$ cat src/rtl/quad_view_video_compositor_core_defines.svh
// Assertion macros shared by the quad-view compositor RTL.
// Depends on nothing; included by the modules that carry assertions.
`ifndef QUAD_VIEW_VIDEO_COMPOSITOR_CORE_DEFINES_SVH
`define QUAD_VIEW_VIDEO_COMPOSITOR_CORE_DEFINES_SVH

`ifndef SYNTHESIS
`define QVVC_ASSERT(lbl, clk, rst_n, prop) \
    lbl: assert property (@(posedge clk) disable iff (!rst_n) prop) \
        else $error("qvvc assertion failed");
`define QVVC_ASSERT_NEVER(lbl, clk, rst_n, cond) \
    lbl: assert property (@(posedge clk) disable iff (!rst_n) !(cond)) \
        else $error("qvvc forbidden condition seen");
`else
`define QVVC_ASSERT(lbl, clk, rst_n, prop)
`define QVVC_ASSERT_NEVER(lbl, clk, rst_n, cond)
`endif

`endif

$ cat src/rtl/qvvc_fifo.sv
// Small register FIFO with fill count, used for the job and result queues.
// Depends on nothing.
`timescale 1ns / 1ps

module qvvc_fifo #(
    parameter int WIDTH = 8,
    parameter int DEPTH = 4,
    localparam int PTRW = $clog2(DEPTH),
    localparam int CNTW = $clog2(DEPTH + 1)
) (
    input  logic             i_clk,
    input  logic             i_rst_n,
    input  logic             i_push,
    input  logic [WIDTH-1:0] i_data,
    output logic             o_full,
    input  logic             i_pop,
    output logic [WIDTH-1:0] o_data,
    output logic             o_empty,
    output logic [CNTW-1:0]  o_count
);

    logic [WIDTH-1:0] r_slot [DEPTH];
    logic [PTRW-1:0]  r_wr_ptr, n_wr_ptr;
    logic [PTRW-1:0]  r_rd_ptr, n_rd_ptr;
    logic [CNTW-1:0]  r_count, n_count;
    logic             w_push_ok;
    logic             w_pop_ok;

    assign o_full    = (r_count == CNTW'(DEPTH));
    assign o_empty   = (r_count == '0);
    assign o_count   = r_count;
    assign o_data    = r_slot[r_rd_ptr];
    assign w_push_ok = i_push && !o_full;
    assign w_pop_ok  = i_pop && !o_empty;

    always_comb begin
        n_wr_ptr = r_wr_ptr;
        n_rd_ptr = r_rd_ptr;
        n_count  = r_count;
        if (w_push_ok) begin
            n_wr_ptr = (r_wr_ptr == PTRW'(DEPTH - 1)) ? '0 : r_wr_ptr + PTRW'(1);
        end
        if (w_pop_ok) begin
            n_rd_ptr = (r_rd_ptr == PTRW'(DEPTH - 1)) ? '0 : r_rd_ptr + PTRW'(1);
        end
        if (w_push_ok && !w_pop_ok) begin
            n_count = r_count + CNTW'(1);
        end else if (w_pop_ok && !w_push_ok) begin
            n_count = r_count - CNTW'(1);
        end
    end

    always_ff @(posedge i_clk) begin
        if (!i_rst_n) begin
            r_wr_ptr <= '0;
            r_rd_ptr <= '0;
            r_count  <= '0;
        end else begin
            r_wr_ptr <= n_wr_ptr;
            r_rd_ptr <= n_rd_ptr;
            r_count  <= n_count;
        end
    end

    always_ff @(posedge i_clk) begin
        if (w_push_ok) begin
            r_slot[r_wr_ptr] <= i_data;
        end
    end

endmodule

$ cat config.mk
export PLATFORM = sky130hd
export DESIGN_NAME = qvvc_fifo
export DESIGN_NICKNAME = d
export VERILOG_FILES = /design/src/rtl/quad_view_video_compositor_core_defines.svh /design/src/rtl/qvvc_fifo.sv
export SDC_FILE = /design/constraint.sdc
export NUM_CORES = 1
export LEC_CHECK = 0
export BUFFER_PORTS_ARGS = -buffer_cell sky130_fd_sc_hd__buf_2
export CELL_PAD_IN_SITES_DETAIL_PLACEMENT = 1
export CELL_PAD_IN_SITES_GLOBAL_PLACEMENT = 1
export CORE_UTILIZATION = 45
export DETAILED_ROUTE_END_ITERATION = 7
export HOLD_SLACK_MARGIN = 0.06
export PLACE_DENSITY = 0.73
export REMOVE_ABC_BUFFERS = 1
export SETUP_SLACK_MARGIN = 0.05
export SLEW_MARGIN = 20
export SYNTH_ARGS = -nofsm -noshare
export SYNTH_HDL_FRONTEND = slang
export SYNTH_SLANG_ARGS = --single-unit
export TNS_END_PERCENT = 10
$ cat constraint.sdc
create_clock -name i_clk -period 2.3 [get_ports i_clk]
set_input_delay 0.115 -clock i_clk [delete_from_list [all_inputs] [get_ports i_clk]]
set_output_delay 0.115 -clock i_clk [all_outputs]
set_load 0.005 [all_outputs]
==> run summary, run 1 <==
For the number of pins exceeding their max-slew limit in the final report, the log shows 0. For the total count of hold-check failures in the final report, the log shows 0. On the critical path the largest part of the delay comes from adder cells.

The post-synthesis async set-or-reset flop share was 0; the clock tree skew after final layout was 18.9 ps. For the worst setup path, the data required time is 2560 ps. For this run, the number of Yosys warnings is 0.

Measured along the x axis, the die boundary spans 62.2 um. The final cycle utilization of the critical path was 0.907; the number of nets in the layout was 149. The die outline height was 62.2 um. The tree built by TritonCTS fans out to 41 sinks.

Setup violations remaining at the end of the flow were counted as 0. Setup repair after global routing left no endpoint under its margin. In this run the remaining antenna-violating nets after routing total 0. The buffers plus inverters on the worst setup path is 1, and the remaining max-slew budget at the tightest pin is 0.642. The number of core rows was 21. In this run the worst path has a maximum fanout of 6. The clock tree synthesis step divided the H-tree into 2 levels. The tools report the end-of-flow core utilization as 0.570.

The max capacitance violation total is 0. The sum of negative setup slack was 0 ps; the count of state elements after synthesis was 41. The tools report the half-perimeter wire length after placement as 2180 um. The first global-routing pass estimated 5150 um of wire. Summing all flip-flop and latch instances after layout gives 1140 um2. Traced cell by cell, the critical path runs through o31ai_2 -> ha_1 -> inv_1 -> fa_1 -> xor2_1 -> or3_1 -> a21boi_0.

TritonCTS built the clock tree. Summing all multi-input logic gate instances after layout gives 468 um2. The commonest cells after synthesis are 32 x sky130_fd_sc_hd__edfxtp_1, 9 x sky130_fd_sc_hd__dfxtp_1, 8 x sky130_fd_sc_hd__mux4_2, 6 x sky130_fd_sc_hd__ha_1, 6 x sky130_fd_sc_hd__nand2_1. Summed over all instances, the cell type with the most area after synthesis is sky130_fd_sc_hd__edfxtp_1.

After clock tree synthesis, the clock-pin slew on the worst setup and hold paths is 110 ps. The worst-margin pin slew is 536 ps, and the post-synthesis instance total is 93. The starting utilization of the core area is 0.477, and the fraction of final layout cells with drive strength greater than 1 is 0.344. The clock insertion delay at the later pin of the skew report came out at 340 ps. The count of flip-flops with a built-in enable after synthesis came out at 32. For this run, the detailed router's first-pass iteration total came to 4. The number of fillers in the final layout was 329; the detail-routed net length per standard cell was 17.6 um. The tools report the number of setup buffers added after CTS as 0. The die covers 3870 um2.

For this run, the leading register cell type out of synthesis is sky130_fd_sc_hd__edfxtp_1. The number of distinct library cells after synthesis was 23; the largest net degree at the start of global routing was 13. Yosys attributes the largest share of cell area to sky130_fd_sc_hd__edfxtp_1 59%, sky130_fd_sc_hd__dfxtp_1 11%, sky130_fd_sc_hd__mux4_2 11%. Buffers placed on the I/O ports in this run total 24. The tools report the top-level I/O count as 25. Critical path startpoint category: a register.

The synthesized netlist occupies a cell area of 1630 um2. Sequential cell area fraction in the yosys report: 0.700. The all-layer global routing usage came out at 0.182. For the upper clock frequency limit, the log shows 480 MHz. The growth of design area from synthesis to finish was 19.3%; the via count of the first global-routing pass was 1007. For the number of buffers inserted during clock tree synthesis, the log shows 5. Dividing the synthesized area by the synthesized cell count gives 17.5 um2.

For the count of routing violations after the opening detailed-route iteration, the log shows 14. The final route contains 886 vias. The total detailed-routing wirelength came out at 3120 um.

The run finished with clean final reports. The peak per-stage delay on the critical path was 380 ps. At the worst endpoint, the arrival time is 2340 ps. VDD sags by at most 403 uV.

Area share of the leading cell type in the synthesized netlist: 0.589. For this design the static power due to leakage is 0.000720 uW. The slowest cell on the critical path is sky130_fd_sc_hd__dfxtp_2. The via count normalized by instance count was 5.01; the number of antenna violations at the first check in global routing was 0. The region available for standard cell placement spans 3420 um2. Power spread over the standard cell area amounts to 955 nW/um2. Maximum clock path buffer count: 2. The path class of the tightest hold or removal check is in -> reg.

The count of unresolved DRC violations after routing was 0. STA classifies the critical path endpoint as a register. Among all cell types in the netlist, the one instantiated most often is sky130_fd_sc_hd__edfxtp_1. The worst path in the final design needs a cycle of 2090 ps, including I/O delays and setup.

In this run the clock root is driven by a sky130_fd_sc_hd__clkbuf_4. The placer congestion estimate was 0.746; the number of antenna cells inserted was 0. Global routing finished with a remaining overflow of 0. The worst setup path is of the reg -> reg kind.
## final cells by class
type | count | area share
Clock inverter | 1 | 0.00257
Multi-Input combinational cell | 45 | 0.241
Sequential cell | 41 | 0.588
Clock buffer | 7 | 0.0232
Timing Repair Buffer | 34 | 0.111
Inverter | 3 | 0.00579
Tap cell | 46 | 0.0296
## placed cells by master, fill, tap and decap left out, drive strengths merged, types with 5 or more instances in the layout
master and n:
clkbuf 7, mux4 8, buf 26, dlygate4sd3 8, ha 6, and2 5
edfxtp 32, dfxtp 9, nand2 6
## flip-flops by register name, indices dropped and copies added (netlist names), named ones only
signal    flops
r_wr_ptr      2
r_slot       32
o_count       3
r_rd_ptr      2
## kinds of logic (layout without fill, tap and decap cells)
kind of cell,after synthesis,count (layout),share of synthesized area
adders and majority gates,7,7,0.0583
DFF,41,41,0.700
xor gates and xnor gates,2,2,0.0107
buffers and inverters,7,45,0.0176
muxes,11,11,0.129
and+or+nand+nor,20,20,0.0660
AOI/OAI and AO/OA,5,5,0.0184
## layer usage
layer / global-route usage / share of wire / vias up
met5: 0 / 0 / -
met4: 0.0610 / 0.011 / 0
met3: 0.0496 / 0.030 / 5
met2: 0.330 / 0.55 / 17
met1: 0.207 / 0.41 / 441
li1: - / - / 423
## stage by stage
stage	total power, uW	instances	instance area [um2]	hold WS (ps)	worst slack, ps
global route	1980	177	1950	117	102
detailed placement	1530	161	1810	340	190
floorplan	1310	89	1610	214	137
CTS	1870	177	1940	104	136
global placement	1490	161	1810	326	314
finish	1860	177	1950	119	215
## worst reg2reg max path: cells and delay by family (launching register included)
family          cells  cell delay (ps)
compound gates      2              480
xor+xnor            1              160
fa+ha+maj           2              620
buf+inv             1               70
flops               1              380
simple gates        1              310
## power breakdown
group / switching [uW] / internal (uW) / leakage, uW
Sequential: 110 / 914 / 0.000368
Combinational: 215 / 283 / 0.000323
Clock: 216 / 119 / 0.0000293
Total: 542 / 1320 / 0.000720
## timing repair
item / CTS / global route
resized for setup: 0 / 4
hold buffers: 8 / 0
hold endpoints to repair: 32 / 0
setup endpoints to repair: 0 / 1
## path summary, 6_finish.rpt
kind	from	end	slack [ps]	cells after the start
min reg2reg	r_wr_ptr[1]	r_wr_ptr[1]	520	2
min	i_rst_n	r_wr_ptr[0]	120	3
max	o_count[1]	o_count[2]	210	7
max reg2reg	o_count[1]	o_count[2]	210	7
Power figures use the tool's default switching activity.
==> run 2, diff against run 1 <==
--- a/config.mk
+++ b/config.mk
@@ -5,15 +5,17 @@
 export SDC_FILE = /design/constraint.sdc
 export NUM_CORES = 1
 export LEC_CHECK = 0
+export ABC_AREA = 1
 export BUFFER_PORTS_ARGS = -buffer_cell sky130_fd_sc_hd__buf_2
 export CELL_PAD_IN_SITES_DETAIL_PLACEMENT = 1
 export CELL_PAD_IN_SITES_GLOBAL_PLACEMENT = 1
-export CORE_UTILIZATION = 45
+export CORE_UTILIZATION = 44
 export DETAILED_ROUTE_END_ITERATION = 7
 export HOLD_SLACK_MARGIN = 0.06
-export PLACE_DENSITY = 0.73
+export PLACE_DENSITY = 0.76
 export REMOVE_ABC_BUFFERS = 1
 export SETUP_SLACK_MARGIN = 0.05
+export SKIP_LAST_GASP = 1
 export SLEW_MARGIN = 20
 export SYNTH_ARGS = -nofsm -noshare
 export SYNTH_HDL_FRONTEND = slang
==> run 2 against run 1 <==
Net effect:
- clock power increased by 39%
- area after synthesis increased by 3.8%
- sequential power about the same
- critical path type unchanged
- largest power group unchanged
==> run summary, run 2 <==
The flow ran to the end, and the final reports show no timing, DRC or antenna violations. The slowest cell on the critical path was sky130_fd_sc_hd__fa_1 (was sky130_fd_sc_hd__dfxtp_2). Leading cell types by total area after synthesis: sky130_fd_sc_hd__edfxtp_1 57%, sky130_fd_sc_hd__dfxtp_1 11%, sky130_fd_sc_hd__nor2_1 7.3% (was sky130_fd_sc_hd__edfxtp_1 59%, sky130_fd_sc_hd__dfxtp_1 11%, sky130_fd_sc_hd__mux4_2 11%).

Placer congestion estimate: 0.726 (was 0.746). The number of distinct library cells after synthesis came out at 18 (was 23). The final cycle utilization of the critical path was 0.854 (was 0.907); the count of antenna-violating nets left after detailed routing was 0 (unchanged). The upper clock frequency limit is 509 MHz (was 480 MHz). The run gives 1460 uW (was 1320 uW) as the cell-internal power. The final total power is 2200 uW (was 1860 uW), and the mean instance size in the synthesized netlist is 11.4 um2 (was 17.5 um2). The final non-filler cell total is 239 (was 177), and the number of nets in the layout is 209 (was 149). The clock tree skew after final layout was 1.56 ps (was 18.9 ps). The critical path startpoint category was a register (unchanged). The family of cells with the greatest summed delay on the critical path is adder cells (unchanged). The total detailed-routing wirelength was 3570 um (was 3120 um). For the data required time of the worst path, the log shows 2480 ps (was 2560 ps). Total leakage power: 0.000852 uW (was 0.000720 uW).

Primary flip-flop cell chosen by synthesis mapping: sky130_fd_sc_hd__edfxtp_1 (unchanged). TritonCTS built the clock tree. Cell taking the most area after synthesis: sky130_fd_sc_hd__edfxtp_1 (unchanged). The run gives 3690 um2 (was 3420 um2) as the placeable core area. The worst-margin pin slew is 352 ps (was 536 ps), and the number of buffers added on ports is 24 (unchanged). The type of the setup path with the least slack is reg -> reg (unchanged). The post-CTS clock slew at the launch and capture registers of the worst setup and hold paths was 70 ps (was 110 ps); the maximum fanout along the worst path was 7 (was 6).

The fraction of final layout cells with drive strength greater than 1 was 0.209 (was 0.344). The half-perimeter wire length after placement was 2530 um (was 2180 um); the vias after detailed routing was 1170 (was 886). The post-synthesis async set-or-reset flop share was 0 (unchanged); the placed cell count was 223 (was 161). The global-route wire length before repair came out at 6000 um (was 5150 um). The commonest non-fill, non-tap cell in the layout was sky130_fd_sc_hd__nor2_1 (was sky130_fd_sc_hd__edfxtp_1).

For the number of synthesis warnings, the log shows 0 (unchanged). Register bank with the most flops: r_slot (unchanged). The tools report the number of pins exceeding their max-slew limit in the final report as 0 (unchanged). The tools report the part of the total power dissipated in combinational logic as 0.328 (was 0.268). The clock network fraction of total power came out at 0.211 (was 0.181). The iteration count of the initial detailed-routing pass was 4 (unchanged).

The power per standard cell area was 1070 nW/um2 (was 955 nW/um2); the data arrival at the endpoint of the critical path was 2140 ps (was 2340 ps). Count of flip-flops with a built-in enable after synthesis: 32 (unchanged). Reg-to-reg setup timing slack: 340 ps (was 210 ps). Area share of the leading cell type in the synthesized netlist: 0.568 (was 0.589). The via count of the first global-routing pass was 1323 (was 1007). The number of fillers in the final layout was 419 (was 329); the remaining max-slew budget at the tightest pin was 0.765 (was 0.642). The number of core rows was 22 (was 21); the number of buffers inserted during clock tree synthesis was 5 (unchanged). The logs give 0 (unchanged) for the total count of hold-check failures in the final report and 0.205 (was 0.182) for the all-layer global routing usage.

The clock tree root driver cell is sky130_fd_sc_hd__clkbuf_8 (was sky130_fd_sc_hd__clkbuf_4). The worst min-delay path class is in -> reg (unchanged). For the die footprint, the log shows 4100 um2 (was 3870 um2). Commonest cells in the synthesized netlist: 33 x sky130_fd_sc_hd__nor2_1, 32 x sky130_fd_sc_hd__edfxtp_1, 18 x sky130_fd_sc_hd__inv_1, 14 x sky130_fd_sc_hd__nand2_1, 14 x sky130_fd_sc_hd__o21ai_0 (was 32 x sky130_fd_sc_hd__edfxtp_1, 9 x sky130_fd_sc_hd__dfxtp_1, 8 x sky130_fd_sc_hd__mux4_2, 6 x sky130_fd_sc_hd__ha_1, 6 x sky130_fd_sc_hd__nand2_1).

The largest vdd supply drop was 612 uV (was 403 uV). The count of state elements after synthesis was 41 (unchanged); the final critical path time including I/O delays and setup was 1960 ps (was 2090 ps). Fraction of power spent switching nets: 0.338 (was 0.291).

The via count normalized by instance count works out to 4.90 (was 5.01). The number of antenna cells inserted was 0 (unchanged); the number of flip-flops under the largest register name was 32 (unchanged). Commonest non-fill, non-tap cells in the layout: 33 x sky130_fd_sc_hd__nor2_1, 32 x sky130_fd_sc_hd__edfxtp_1, 24 x sky130_fd_sc_hd__buf_2 (was 32 x sky130_fd_sc_hd__edfxtp_1, 24 x sky130_fd_sc_hd__buf_2, 8 x sky130_fd_sc_hd__mux4_2, 8 x sky130_fd_sc_hd__dlygate4sd3_1, 7 x sky130_fd_sc_hd__dfxtp_1).

The number of levels the H-tree was split into was 2 (unchanged); the growth of design area from synthesis to finish was 21.6% (was 19.3%). The width of the die works out to 64.0 um (was 62.2 um). Max capacitance violation total: 0 (unchanged). The count of endpoints failing setup in the final report was 0 (unchanged).

The most frequent cell after synthesis was sky130_fd_sc_hd__nor2_1 (was sky130_fd_sc_hd__edfxtp_1). The post-synthesis instance area is 1690 um2 (was 1630 um2), and the detail-routed net length per standard cell is 14.9 um (was 17.6 um). Buffers plus inverters on the worst setup path: 2 (was 1).

The run gives 32 (was 14) as the count of routing violations after the opening detailed-route iteration. The count of unresolved DRC violations after routing came out at 0 (unchanged). The run gives 25 (unchanged) as the top-level I/O count. The sequential cell area fraction in the yosys report was 0.674 (was 0.700); the largest net degree at the start of global routing was 17 (was 13).

Clock insertion delay at the later pin of the skew report: 290 ps (was 340 ps). The share of total power in sequential cells is 0.461 (was 0.551). The maximum clock path buffer count was 2 (unchanged); the die outline height was 64.0 um (was 62.2 um). The total grt overflow is 0 (unchanged), and the number of antenna violations at the first check in global routing is 0 (unchanged). The tools report the switching power as 744 uW (was 542 uW). Setup repair after global routing left no endpoint under its margin. The critical path endpoint category is a register (unchanged).

Crit path cell chain: nor2_1 -> nand2_1 -> nand2_2 -> inv_1 -> ha_1 -> inv_1 -> fa_1 -> o21ai_0 -> nor2_1 (was o31ai_2 -> ha_1 -> inv_1 -> fa_1 -> xor2_1 -> or3_1 -> a21boi_0). The sum of negative setup slack is 0 ps (unchanged). The tools report the starting utilization of the core area as 0.459 (was 0.477). Peak per-stage delay on the critical path: 420 ps (was 380 ps). The total clock sinks was 41 (unchanged). The post-synthesis instance total was 148 (was 93).
## run 2: cell count changes in the layout (fill, tap and decap cells not counted), moves of 6 or more
| cell | change |
|---|---|
| sky130_fd_sc_hd__o22ai_1 | +8 |
| sky130_fd_sc_hd__o21ai_0 | +11 |
| sky130_fd_sc_hd__nor2_1 | +31 |
| sky130_fd_sc_hd__inv_1 | +15 |
| sky130_fd_sc_hd__mux4_2 | -8 |
| sky130_fd_sc_hd__nand2_1 | +8 |
| sky130_fd_sc_hd__clkbuf_8 | +6 |
## run 2: timing repair
action	4_1_cts	5_1_grt
setup buffers	0	0
endpoints found under the hold margin	32	0
hold buffers	8	0
resized for setup	0	0
## run 2: final cells by class
class / count / area (um2) / share of cell area
clock buffer: 8 / 90.1 / 0.0438
inverter: 19 / 71.3 / 0.0347
multi-input combinational: 86 / 458 / 0.222
sequential: 41 / 1140 / 0.554
tap: 48 / 60.1 / 0.0292
timing repair buffer: 37 / 238 / 0.116
## run 2: final timing paths
check             startpoint    endpoint  cells after the start
setup reg to reg  o_count[0]  o_count[1]                      9
setup / recovery  o_count[0]  o_count[1]                      9
hold / removal       i_rst_n  o_count[2]                      3
hold reg to reg   o_count[0]  o_count[0]                      2
## run 2: through the flow
step           setup WS, ps  hold slack [ps]  area, um2   util
3_5_place_dp            340              334       1890  0.512
3_3_place_gp            507              325       1890  0.512
2_1_floorplan           584              214       1670      -
5_1_grt                 165              138       2060  0.558
4_1_cts                 305              107       2060  0.558
6_report                335              118       2060  0.558
## run 2: kinds of logic (layout without fill, tap and decap cells)
group | count (synthesis) | count (layout) | synth area share
buffers and inverters | 21 | 64 | 0.0554
DFF | 41 | 41 | 0.674
and+or+nand+nor | 51 | 51 | 0.119
AOI/OAI and AO/OA | 28 | 28 | 0.0953
adders and majority gates | 7 | 7 | 0.0562
## run 2: per-layer routing
metal,share of wire,track usage
met5,0,0
met4,0.018,0.102
met3,0.033,0.0411
met2,0.55,0.380
met1,0.39,0.217
## run 2: worst register-to-register path, stage by stage, from the launching register on
cell	delay, ps
sky130_fd_sc_hd__dfxtp_1	360
sky130_fd_sc_hd__nor2_1	170
sky130_fd_sc_hd__nand2_1	150
sky130_fd_sc_hd__nand2_2	150
sky130_fd_sc_hd__inv_1	60
sky130_fd_sc_hd__ha_1	210
sky130_fd_sc_hd__inv_1	90
sky130_fd_sc_hd__fa_1	420
sky130_fd_sc_hd__o21ai_0	190
sky130_fd_sc_hd__nor2_1	60
## run 2: power by group through the flow
| stage | Combinational (uW) | Sequential (uW) | Clock [uW] |
|---|---|---|---|
| detailed placement | 721 | 1030 | 0 |
| finish | 723 | 1020 | 466 |
| global placement | 664 | 1020 | 0 |
| floorplan | 416 | 1010 | 0 |
| global route | 832 | 1030 | 496 |
| CTS | 741 | 1020 | 479 |
