[src/rtl/quad_view_video_compositor_core_defines.svh]
// Assertion macros shared by the quad-view compositor RTL.
// Depends on nothing; included by the modules that carry assertions.
`ifndef QUAD_VIEW_VIDEO_COMPOSITOR_CORE_DEFINES_SVH
`define QUAD_VIEW_VIDEO_COMPOSITOR_CORE_DEFINES_SVH

`ifndef SYNTHESIS
`define QVVC_ASSERT(lbl, clk, rst_n, prop) \
    lbl: assert property (@(posedge clk) disable iff (!rst_n) prop) \
        else $error("qvvc assertion failed");
`define QVVC_ASSERT_NEVER(lbl, clk, rst_n, cond) \
    lbl: assert property (@(posedge clk) disable iff (!rst_n) !(cond)) \
        else $error("qvvc forbidden condition seen");
`else
`define QVVC_ASSERT(lbl, clk, rst_n, prop)
`define QVVC_ASSERT_NEVER(lbl, clk, rst_n, cond)
`endif

`endif

[src/rtl/qvvc_pkg.sv]
// Types and fixed constants of the quad-view video compositor.
// Depends on nothing; imported by the front end, the back end and the top level.
`timescale 1ns / 1ps

package qvvc_pkg;

    localparam int CH_W      = 8;
    localparam int SIZE_W    = 11;
    localparam int MODE_W    = 2;
    localparam int CFG_IDX_W = 2;
    localparam int SUM_W     = 10;
    localparam int PROD_W    = 20;

    localparam logic [CFG_IDX_W-1:0] REG_SOURCE_WIDTH  = 2'd0;
    localparam logic [CFG_IDX_W-1:0] REG_SOURCE_HEIGHT = 2'd1;
    localparam logic [CFG_IDX_W-1:0] REG_LAYOUT_MODE   = 2'd2;

    localparam int                WIDTH_RESET  = 640;
    localparam int                HEIGHT_RESET = 480;
    localparam logic [MODE_W-1:0] MODE_RESET   = 2'd1;

    localparam logic [MODE_W-1:0] MODE_QUAD = 2'd0;
    localparam logic [MODE_W-1:0] MODE_BARS = 2'd2;

    // floor(s / 3) == (s * 683) >> 11 for every s below 2048
    localparam int GRAY_MUL   = 683;
    localparam int GRAY_SHIFT = 11;

    localparam int BAR_EDGE_RED   = 160;
    localparam int BAR_EDGE_GREEN = 320;
    localparam int BAR_EDGE_BLUE  = 480;

    localparam logic [CH_W-1:0] CH_FULL = 8'hFF;
    localparam logic [CH_W-1:0] CH_NONE = 8'h00;

    localparam int MID_DEPTH = 4;
    localparam int OUT_DEPTH = 4;

    localparam logic [1:0] KIND_LEFT = 2'd0;
    localparam logic [1:0] KIND_PASS = 2'd1;
    localparam logic [1:0] KIND_GRAY = 2'd2;

    typedef struct packed {
        logic [CH_W-1:0] pix_c0;
        logic [CH_W-1:0] pix_c1;
        logic [CH_W-1:0] pix_c2;
    } t_pix_in;

    typedef struct packed {
        logic [CH_W-1:0] out_c0;
        logic [CH_W-1:0] out_c1;
        logic [CH_W-1:0] out_c2;
        logic            end_of_line;
        logic            end_of_frame;
    } t_pix_out;

    typedef struct packed {
        logic [CH_W-1:0] c0;
        logic [CH_W-1:0] c1;
        logic [CH_W-1:0] c2;
    } t_rgb;

    typedef struct packed {
        logic [1:0]       kind;
        t_rgb             pix;
        logic [SUM_W-1:0] sum;
        logic             eol;
        logic             eof;
    } t_job;

endpackage

[src/rtl/qvvc_front.sv]
// Front end: tracks the raster position, classifies each pixel slot and
// builds a job for the back end. Depends on qvvc_pkg.
`timescale 1ns / 1ps

module qvvc_front import qvvc_pkg::*; #(
    parameter int MAX_WIDTH  = 1024,
    parameter int MAX_HEIGHT = 1024,
    localparam int WW = $clog2(MAX_WIDTH + 1),
    localparam int HW = $clog2(MAX_HEIGHT + 1),
    localparam int AW = $clog2(MAX_WIDTH)
) (
    input  logic              i_clk,
    input  logic              i_rst_n,
    input  logic              i_push,
    output logic              o_full,
    input  t_pix_in           i_pix,
    input  logic [WW-1:0]     i_width,
    input  logic [HW-1:0]     i_height,
    input  logic [MODE_W-1:0] i_mode,
    output logic              o_job_valid,
    output t_job              o_job,
    output logic [AW-1:0]     o_job_addr,
    input  logic              i_job_full
);

    localparam int PW = $clog2(2 * MAX_WIDTH);
    localparam int RW = $clog2(2 * MAX_HEIGHT);
    localparam int JX = PW + 1;
    localparam int RX = RW + 1;
    localparam int CW = (PW > 9) ? PW : 9;

    logic [PW-1:0] r_col, n_col;
    logic [RW-1:0] r_row, n_row;
    logic          w_accept;
    logic          w_left;
    logic          w_last_col;
    logic          w_last_row;
    logic          w_bars;
    logic [JX-1:0] w_diff;
    logic [JX-1:0] w_rd_addr;
    logic [CW-1:0] w_col_ext;
    t_rgb          w_bar_rgb;
    t_rgb          w_rgb;

    assign w_accept    = i_push && !i_job_full;
    assign o_full      = i_job_full;
    assign o_job_valid = w_accept;

    always_comb begin
        w_left     = JX'(r_col) < JX'(i_width);
        w_last_col = (JX'(r_col) + JX'(1)) >= (JX'(i_width) << 1);
        w_last_row = (RX'(r_row) + RX'(1)) >= (RX'(i_height) << 1);
        w_bars     = (RX'(r_row) >= RX'(i_height)) && (i_mode >= MODE_BARS);
        w_col_ext  = CW'(r_col);

        priority if (w_col_ext < CW'(BAR_EDGE_RED)) begin
            w_bar_rgb = '{c0: CH_FULL, c1: CH_NONE, c2: CH_NONE};
        end else if (w_col_ext < CW'(BAR_EDGE_GREEN)) begin
            w_bar_rgb = '{c0: CH_NONE, c1: CH_FULL, c2: CH_NONE};
        end else if (w_col_ext < CW'(BAR_EDGE_BLUE)) begin
            w_bar_rgb = '{c0: CH_NONE, c1: CH_NONE, c2: CH_FULL};
        end else begin
            w_bar_rgb = '{c0: CH_FULL, c1: CH_FULL, c2: CH_FULL};
        end

        if (w_left && w_bars) begin
            w_rgb = w_bar_rgb;
        end else begin
            w_rgb = '{c0: i_pix.pix_c0, c1: i_pix.pix_c1, c2: i_pix.pix_c2};
        end

        w_diff = JX'(r_col) - JX'(i_width);
        if (w_diff >= JX'(MAX_WIDTH)) begin
            w_rd_addr = w_diff - JX'(MAX_WIDTH);
        end else begin
            w_rd_addr = w_diff;
        end

        o_job.pix = w_rgb;
        o_job.sum = SUM_W'(w_rgb.c0) + SUM_W'(w_rgb.c1) + SUM_W'(w_rgb.c2);
        o_job.eol = w_last_col;
        o_job.eof = w_last_col && w_last_row;
        if (w_left) begin
            o_job.kind = KIND_LEFT;
            o_job_addr = r_col[AW-1:0];
        end else if (i_mode == MODE_QUAD) begin
            o_job.kind = KIND_PASS;
            o_job_addr = w_rd_addr[AW-1:0];
        end else begin
            o_job.kind = KIND_GRAY;
            o_job_addr = w_rd_addr[AW-1:0];
        end

        n_col = r_col;
        n_row = r_row;
        if (w_accept) begin
            if (w_last_col) begin
                n_col = '0;
                n_row = w_last_row ? '0 : r_row + RW'(1);
            end else begin
                n_col = r_col + PW'(1);
            end
        end
    end

    always_ff @(posedge i_clk) begin
        if (!i_rst_n) begin
            r_col <= '0;
            r_row <= '0;
        end else begin
            r_col <= n_col;
            r_row <= n_row;
        end
    end

endmodule

[config.mk]
export PLATFORM = sky130hd
export DESIGN_NAME = qvvc_front
export DESIGN_NICKNAME = d
export VERILOG_FILES = /design/src/rtl/quad_view_video_compositor_core_defines.svh /design/src/rtl/qvvc_pkg.sv /design/src/rtl/qvvc_front.sv
export SDC_FILE = /design/constraint.sdc
export NUM_CORES = 1
export LEC_CHECK = 0
export ABC_CLOCK_PERIOD_IN_PS = 8100
export BUFFER_PORTS_ARGS = -buffer_cell sky130_fd_sc_hd__buf_4
export CAP_MARGIN = 20
export CORE_MARGIN = 2
export CORE_UTILIZATION = 40
export CTS_BUF_LIST = sky130_fd_sc_hd__clkbuf_16
export CTS_CLUSTER_DIAMETER = 40
export DETAILED_ROUTE_END_ITERATION = 16
export GPL_TIMING_DRIVEN = 0
export MAX_ROUTING_LAYER = met4
export PLACE_DENSITY = 0.67
export SLEW_MARGIN = 20
export SYNTH_ARGS = -nofsm -noshare
export SYNTH_HDL_FRONTEND = slang
export SYNTH_SLANG_ARGS = --single-unit
[constraint.sdc]
create_clock -name i_clk -period 8.1 [get_ports i_clk]
set_input_delay 2.43 -clock i_clk [delete_from_list [all_inputs] [get_ports i_clk]]
set_output_delay 2.43 -clock i_clk [all_outputs]
set_load 0.005 [all_outputs]
==> results of run 1 <==
per-stage QoR:
stage | setup slack, ns | cells | util | area, sq um
global route | -0.675 | 685 | 0.594 | 4930
finish | -0.481 | 685 | 0.594 | 4930
detailed placement | -0.787 | 663 | 0.541 | 4490
CTS | -0.453 | 678 | 0.578 | 4790
global placement | -0.824 | 663 | 0.541 | 4490
floorplan | -0.101 | 457 | - | 3600
layout make-up:
type,count,area share
Clock inverter,1,0.00609
Sequential cell,22,0.0893
Timing Repair Buffer,119,0.184
Multi-Input combinational cell,369,0.614
Tap cell,105,0.0266
Buffer,19,0.0289
Clock buffer,3,0.0152
Inverter,47,0.0358
sequential cells by signal, indices dropped and copies added, names as in the netlist:
name	count
r_col	11
r_row	11
Yosys cell counts (2+ instances only):
master | instances | area [sq um]
ha_1 | 53 | 663
inv_1 | 47 | 176
nor2_1 | 44 | 165
o21ai_0 | 41 | 205
nand2_1 | 34 | 128
o21a_1 | 31 | 233
a21oi_1 | 29 | 145
dfxtp_1 | 22 | 440
xnor2_1 | 22 | 193
xor2_1 | 15 | 131
clkbuf_1 | 10 | 37.5
fa_1 | 10 | 200
nand4_1 | 10 | 62.6
a21o_1 | 8 | 60.1
nand3_1 | 8 | 40.0
and3_1 | 7 | 43.8
a21boi_0 | 5 | 37.5
nand2b_1 | 5 | 31.3
nor3_1 | 5 | 25.0
buf_6 | 4 | 45.0
nor2b_1 | 4 | 25.0
o2bb2ai_1 | 4 | 35.0
a32o_1 | 3 | 30.0
buf_2 | 3 | 15.0
or3_1 | 3 | 18.8
a211oi_1 | 2 | 15.0
buf_4 | 2 | 15.0
mux2_2 | 2 | 22.5
mux2i_1 | 2 | 20.0
nand3b_1 | 2 | 15.0
nor3b_1 | 2 | 15.0
o2111ai_1 | 2 | 17.5
o21ai_1 | 2 | 10.0
o41ai_1 | 2 | 17.5
worst max-delay path: cells and delay by family:
kind            cells  cell delay [ns]
compound gates      6             0.72
buf+inv             5             0.65
simple gates        6             1.22
fa+ha+maj           3             1.13
worst min-delay path by stage:
stage	start	endpoint	slack (ns)	cells past startpoint
after floorplan	r_row[1]$_SDFFE_PN0P_	r_row[1]$_SDFFE_PN0P_	0.47	2
after global placement	r_row[1]$_SDFFE_PN0P_	r_row[1]$_SDFFE_PN0P_	0.49	2
after detailed placement	r_row[1]$_SDFFE_PN0P_	r_row[1]$_SDFFE_PN0P_	0.51	2
after CTS	r_row[1]$_SDFFE_PN0P_	r_row[1]$_SDFFE_PN0P_	0.52	2
after global routing	r_row[1]$_SDFFE_PN0P_	r_row[1]$_SDFFE_PN0P_	0.55	2
final	r_row[1]$_SDFFE_PN0P_	r_row[1]$_SDFFE_PN0P_	0.52	2
layer usage:
layer | vias up | GRT usage
met2 | 111 | 0.366
met4 | 0 | 0.0293
li1 | 1859 | -
met3 | 6 | 0.0311
met5 | - | -
met1 | 1699 | 0.287
repair_timing:
item / CTS / global route
resized for setup: 27 / 21
pin swaps: 10 / 13
endpoints found under the setup margin: 8 / 8
setup buffers: 13 / 8
power by group:
part	switching, uW	leakage (uW)	internal [uW]
clock network	41.4	0.0000511	98.2
logic	95.0	0.00214	119
registers	0.832	0.000177	109
cells by family (layout without fill, tap and decap cells):
group / Yosys count / in the layout
and+or+nand+nor: 128 / 128
muxes: 4 / 4
AOI/OAI and AO/OA: 136 / 136
xor gates and xnor gates: 37 / 37
buffers and inverters: 66 / 189
adders and majority gates: 64 / 64
DFF: 22 / 22
==> run summary, run 1 <==
R2R Path Start - r_col[0]$_SDFFE_PN0P_
RSZ-0062 raised after global routing - yes
nets - 696
DR WL met2 - 5040 um
synthesized instance count - 457
crit path to - o_job[9]
minimum clock period - 8.58 ns
vias in the first global route - 3,613
multi-input logic area - 3030 sq um
CORE AREA - 8300 sq um
Register Area - 440 sq um
TNS Setup - -2.18 ns
Max Fclk - 117 MHz
Clk pin slew, worst setup/hold paths - 0.06 ns
worst hold path class - flop to flop
skew final - 0.00463 ns
largest family of logic cells by synthesized area - adder cells
worst-path cell chain - buf_8 > ha_4 > nand2b_4 > a211oi_2 > or3_4 > a31oi_4 > nor3b_4 > buf_6 > buf_6 > o21ai_2 > fa_1 > buf_4 > fa_2 > nor2b_2 > o21ai_2 > a21boi_2 > o21ai_2 > nor3b_2 > nor2_1 > buf_4
most frequent cells in the layout - 118 x buf_4, 43 x nor2_1, 43 x ha_1
final max-slew violation count - 0
CP peak stage delay - 0.49 ns
final antenna-violating net count - 0
CTS root buffer - clkbuf_16
M1 wire length - 4480 um
later-pin clock latency in the skew report - 0.26 ns
Avg Inst Size Synth - 7.55 sq um
final wirelength - 10,100 um
hold_ws - 0.517 ns
overall routing resource usage - 0.218
TritonCTS clock tree - yes
capture point of the worst reg-to-reg path - r_col[9]$_SDFFE_PN0P_
Crit path arrival time - 6.15 ns
RD Place Congestion - 0.821
Port Buffer Count - 101
failing checks - setup timing
pwr dens - 93.8 nW/um^2
Max Cap Viol - 0
CTS Buf Count - 3
area of the die - 9390 sq um
CTS sink count - 22
CP Data Required Time - 5.67 ns
Post-Syn Nets - 572
final hold violations - 0
Setup crit end kind - output port
Filler cells - 760
LEAKAGE - 0.00237 uW
CP startpoint - i_height[0]
status - finished, violations left
largest net degree at the start of global routing - 14
Yosys cell types - 46
Layout area overhead - 42.9%
antenna cells - 0
Final Setup Violations - 7
DR WL met3 - 496 um
Die X - 96.9 um
Yosys warnings - 0
routed wire length per instance - 14.7 um
drt first pass iters - 5
DR top layer - met4
Final Power - 463 uW
HPWL after DPL - 7980 um
CTS Hold Buffers Added - 0
adder-cell share of the synthesized area - 0.253
vias - 3,675
Worst Tran Pin Value - 0.590 ns
CP max stage cell - fa_1
final setup margin - -0.481 ns
#FFs+latches synth - 22
Compound-Gate Fraction of Synth Area - 0.253
Starting Density - 0.416
CP dominant cell by count - o21ai_2
Max clock buf depth - 2
Reg2Reg Setup Slack - 4.62 ns
Slew headroom - 0.604
first-pass GRT wire length - 17,000 um
Crit Path Category - input port to output port
Top FF cell, synth - dfxtp_1
DRT iter0 DRCs - 157
Vias/cell - 5.36
layout cell share with drive strength beyond 1 - 0.317
simple-gate share of the synthesized area - 0.177
mux cell area share after synthesis - 0.0123
DRC viols - 0
H-tree depth - 1
sequential-to-total area share from yosys stat - 0.128
Post-synth ARST share - 0
fin crit share - 1.06
netlist area before placement - 3450 sq um
Post-synth EDFFs - 0
die height - 96.9 um
Synth Area in XOR/XNOR - 0.0939
crit path max fanout - 7
worst reg2reg path depth - 13
# IOs - 102
initial antenna violation count - 0
commonest non-fill, non-tap cell in the layout - buf_4
grt total ovfl - 0
crit start category - input port
Peak VDD IR - 0.0932 mV
row count - 33
Power figures use the tool's default switching activity.
==> run 2, diff against run 1 <==
--- a/config.mk
+++ b/config.mk
@@ -16,6 +16,7 @@
 export GPL_TIMING_DRIVEN = 0
 export MAX_ROUTING_LAYER = met4
 export PLACE_DENSITY = 0.67
+export RECOVER_POWER = 50
 export SLEW_MARGIN = 20
 export SYNTH_ARGS = -nofsm -noshare
 export SYNTH_HDL_FRONTEND = slang
==> run summary, run 2 (same netlist as run 1, synthesis figures left out) <==
CP startpoint - i_height[0] (unchanged)
Sw Pwr - 137 uW (about the same)
overall routing resource usage - 0.218 (unchanged)
drt first pass iters - 5 (unchanged)
CP Data Required Time - 5.67 ns (about the same)
crit path max fanout - 7 (unchanged)
CP max stage cell - fa_1 (unchanged)
Switching Share - 0.296 (about the same)
CTS Hold Buffers Added - 0 (unchanged)
Filler cells - 759 (was 760)
TritonCTS clock tree - yes (unchanged)
status - finished, violations left (unchanged)
Layout area overhead - 42.8% (was 42.9%)
CORE AREA - 8300 sq um (unchanged)
antenna cells - 0 (unchanged)
dpl cells - 663 (unchanged)
area of the die - 9390 sq um (unchanged)
vias in the first global route - 3,613 (unchanged)
sequential power share - 0.237 (about the same)
non-filler cells, final - 685 (unchanged)
Setup crit end kind - output port (unchanged)
final setup margin - -0.482 ns (was -0.481 ns)
commonest non-fill, non-tap cell in the layout - buf_4 (unchanged)
HPWL after DPL - 7980 um (unchanged)
H-tree depth - 1 (unchanged)
# IOs - 102 (unchanged)
crit path to - o_job[9] (unchanged)
skew final - 0.00346 ns (was 0.00463 ns)
hold_ws - 0.516 ns (was 0.517 ns)
grt total ovfl - 0 (unchanged)
final max-slew violation count - 0 (unchanged)
minimum clock period - 8.58 ns (about the same)
fin crit share - 1.06 (about the same)
combinational fraction of design power - 0.462 (about the same)
worst reg2reg path depth - 13 (unchanged)
final wirelength - 10,100 um (about the same)
routed wire length per instance - 14.8 um (was 14.7 um)
DRC viols - 0 (unchanged)
Max Fclk - 117 MHz (about the same)
layout cell share with drive strength beyond 1 - 0.316 (was 0.317)
CTS root buffer - clkbuf_16 (unchanged)
Slew headroom - 0.380 (was 0.604)
most frequent cells in the layout - 111 x buf_4, 43 x nor2_1, 43 x ha_1 (was 118 x buf_4, 43 x nor2_1, 43 x ha_1)
Largest regs - r_col: 11 flops, r_row: 11 flops (unchanged)
dpl cell area - 4490 sq um (unchanged)
Max clock buf depth - 2 (unchanged)
largest net degree at the start of global routing - 14 (unchanged)
Max Cap Viol - 0 (unchanged)
LEAKAGE - 0.00237 uW (about the same)
worst-path cell chain - buf_8 > ha_4 > nand2b_4 > a211oi_2 > or3_4 > a31oi_4 > nor3b_4 > buf_6 > buf_6 > o21ai_2 > fa_1 > buf_4 > fa_2 > nor2b_2 > o21ai_2 > a21boi_2 > o21ai_2 > nor3b_2 > nor2_1 > buf_4 (unchanged)
CTS Buf Count - 3 (unchanged)
Port Buffer Count - 101 (unchanged)
failing checks - setup timing (unchanged)
Peak VDD IR - 0.0924 mV (was 0.0932 mV)
Crit path arrival time - 6.15 ns (about the same)
R2R Path Start - r_col[0]$_SDFFE_PN0P_ (unchanged)
Worst Tran Pin Value - 0.921 ns (was 0.590 ns)
CTS sink count - 22 (unchanged)
final hold violations - 0 (unchanged)
crit start category - input port (unchanged)
Reg2Reg Setup Slack - 4.63 ns (was 4.62 ns)
pwr dens - 93.9 nW/um^2 (was 93.8 nW/um^2)
die height - 96.9 um (unchanged)
worst hold path class - flop to flop (unchanged)
Starting Density - 0.416 (unchanged)
RSZ-0062 raised after global routing - yes (unchanged)
row count - 33 (unchanged)
first-pass GRT wire length - 17,000 um (unchanged)
Power Internal - 326 uW (about the same)
Die X - 96.9 um (unchanged)
later-pin clock latency in the skew report - 0.26 ns (about the same)
Crit Path Category - input port to output port (unchanged)
Vias/cell - 5.37 (was 5.36)
vias - 3,679 (was 3,675)
DRT iter0 DRCs - 141 (was 157)
initial antenna violation count - 0 (unchanged)
cell area after layout - 4930 sq um (about the same)
nets - 696 (unchanged)
Clk pwr share - 0.301 (about the same)
Clk pin slew, worst setup/hold paths - 0.06 ns (about the same)
CP dominant cell by count - o21ai_2 (unchanged)
final antenna-violating net count - 0 (unchanged)
Final Setup Violations - 7 (unchanged)
CP peak stage delay - 0.49 ns (about the same)
RD Place Congestion - 0.821 (unchanged)
Finished Core Util - 0.594 (about the same)
capture point of the worst reg-to-reg path - r_col[9]$_SDFFE_PN0P_ (unchanged)
## run 2: critical path: cells and delay by family
| family | cells | cell delay, ns |
|---|---|---|
| compound gates | 6 | 0.72 |
| fa+ha+maj | 3 | 1.13 |
| buf+inv | 5 | 0.65 |
| simple gates | 6 | 1.22 |
## run 2: area by class of cell
cell class	instances	area [sq um]	area share
multi-input cells	369	3030	0.614
repair buffers	119	905	0.184
flip-flops and latches	22	440	0.0894
inverters	47	176	0.0358
plain buffers	19	143	0.0289
well taps	105	131	0.0267
clock buffers	3	75.1	0.0152
clock inverters	1	30.0	0.00609
## run 2: timing repair
item,4_1_cts,5_1_grt
setup buffers,13,8
pin swaps,10,13
resized for setup,27,21
setup endpoints to repair,8,8
## run 2: power groups by stage
| stage | registers (uW) | clock network, uW | logic [uW] |
|---|---|---|---|
| 3_5_place_dp | 112 | 0 | 178 |
| 5_1_grt | 110 | 148 | 236 |
| 4_1_cts | 109 | 142 | 197 |
| 3_3_place_gp | 112 | 0 | 175 |
| 2_1_floorplan | 112 | 0 | 97.9 |
| 6_report | 110 | 139 | 214 |
## run 2: through the flow
stage	setup WS, ns	TNS, ns	total power, uW
2_1_floorplan	-0.101	-0.210	210
3_3_place_gp	-0.824	-4.06	287
3_5_place_dp	-0.787	-3.93	290
4_1_cts	-0.453	-2.06	449
5_1_grt	-0.675	-3.41	494
6_report	-0.482	-2.19	463
## run 2: worst min path at each step
stage,start,to,slack (ns),cells past startpoint
floorplan,r_row[1]$_SDFFE_PN0P_,r_row[1]$_SDFFE_PN0P_,0.47,2
global placement,r_row[1]$_SDFFE_PN0P_,r_row[1]$_SDFFE_PN0P_,0.49,2
detailed placement,r_row[1]$_SDFFE_PN0P_,r_row[1]$_SDFFE_PN0P_,0.51,2
CTS,r_row[1]$_SDFFE_PN0P_,r_row[1]$_SDFFE_PN0P_,0.52,2
global route,r_row[1]$_SDFFE_PN0P_,r_row[1]$_SDFFE_PN0P_,0.55,2
finish,r_row[1]$_SDFFE_PN0P_,r_row[1]$_SDFFE_PN0P_,0.52,2
## run 2: metal layers
layer / vias up / track usage / part of all wire / wire [um]
met3: 6 / 0.0311 / 0.048 / 485
li1: 1855 / - / - / -
met4: 0 / 0.0293 / 0.0063 / 64
met5: - / - / 0 / 0
met2: 109 / 0.366 / 0.50 / 5070
met1: 1709 / 0.287 / 0.45 / 4510
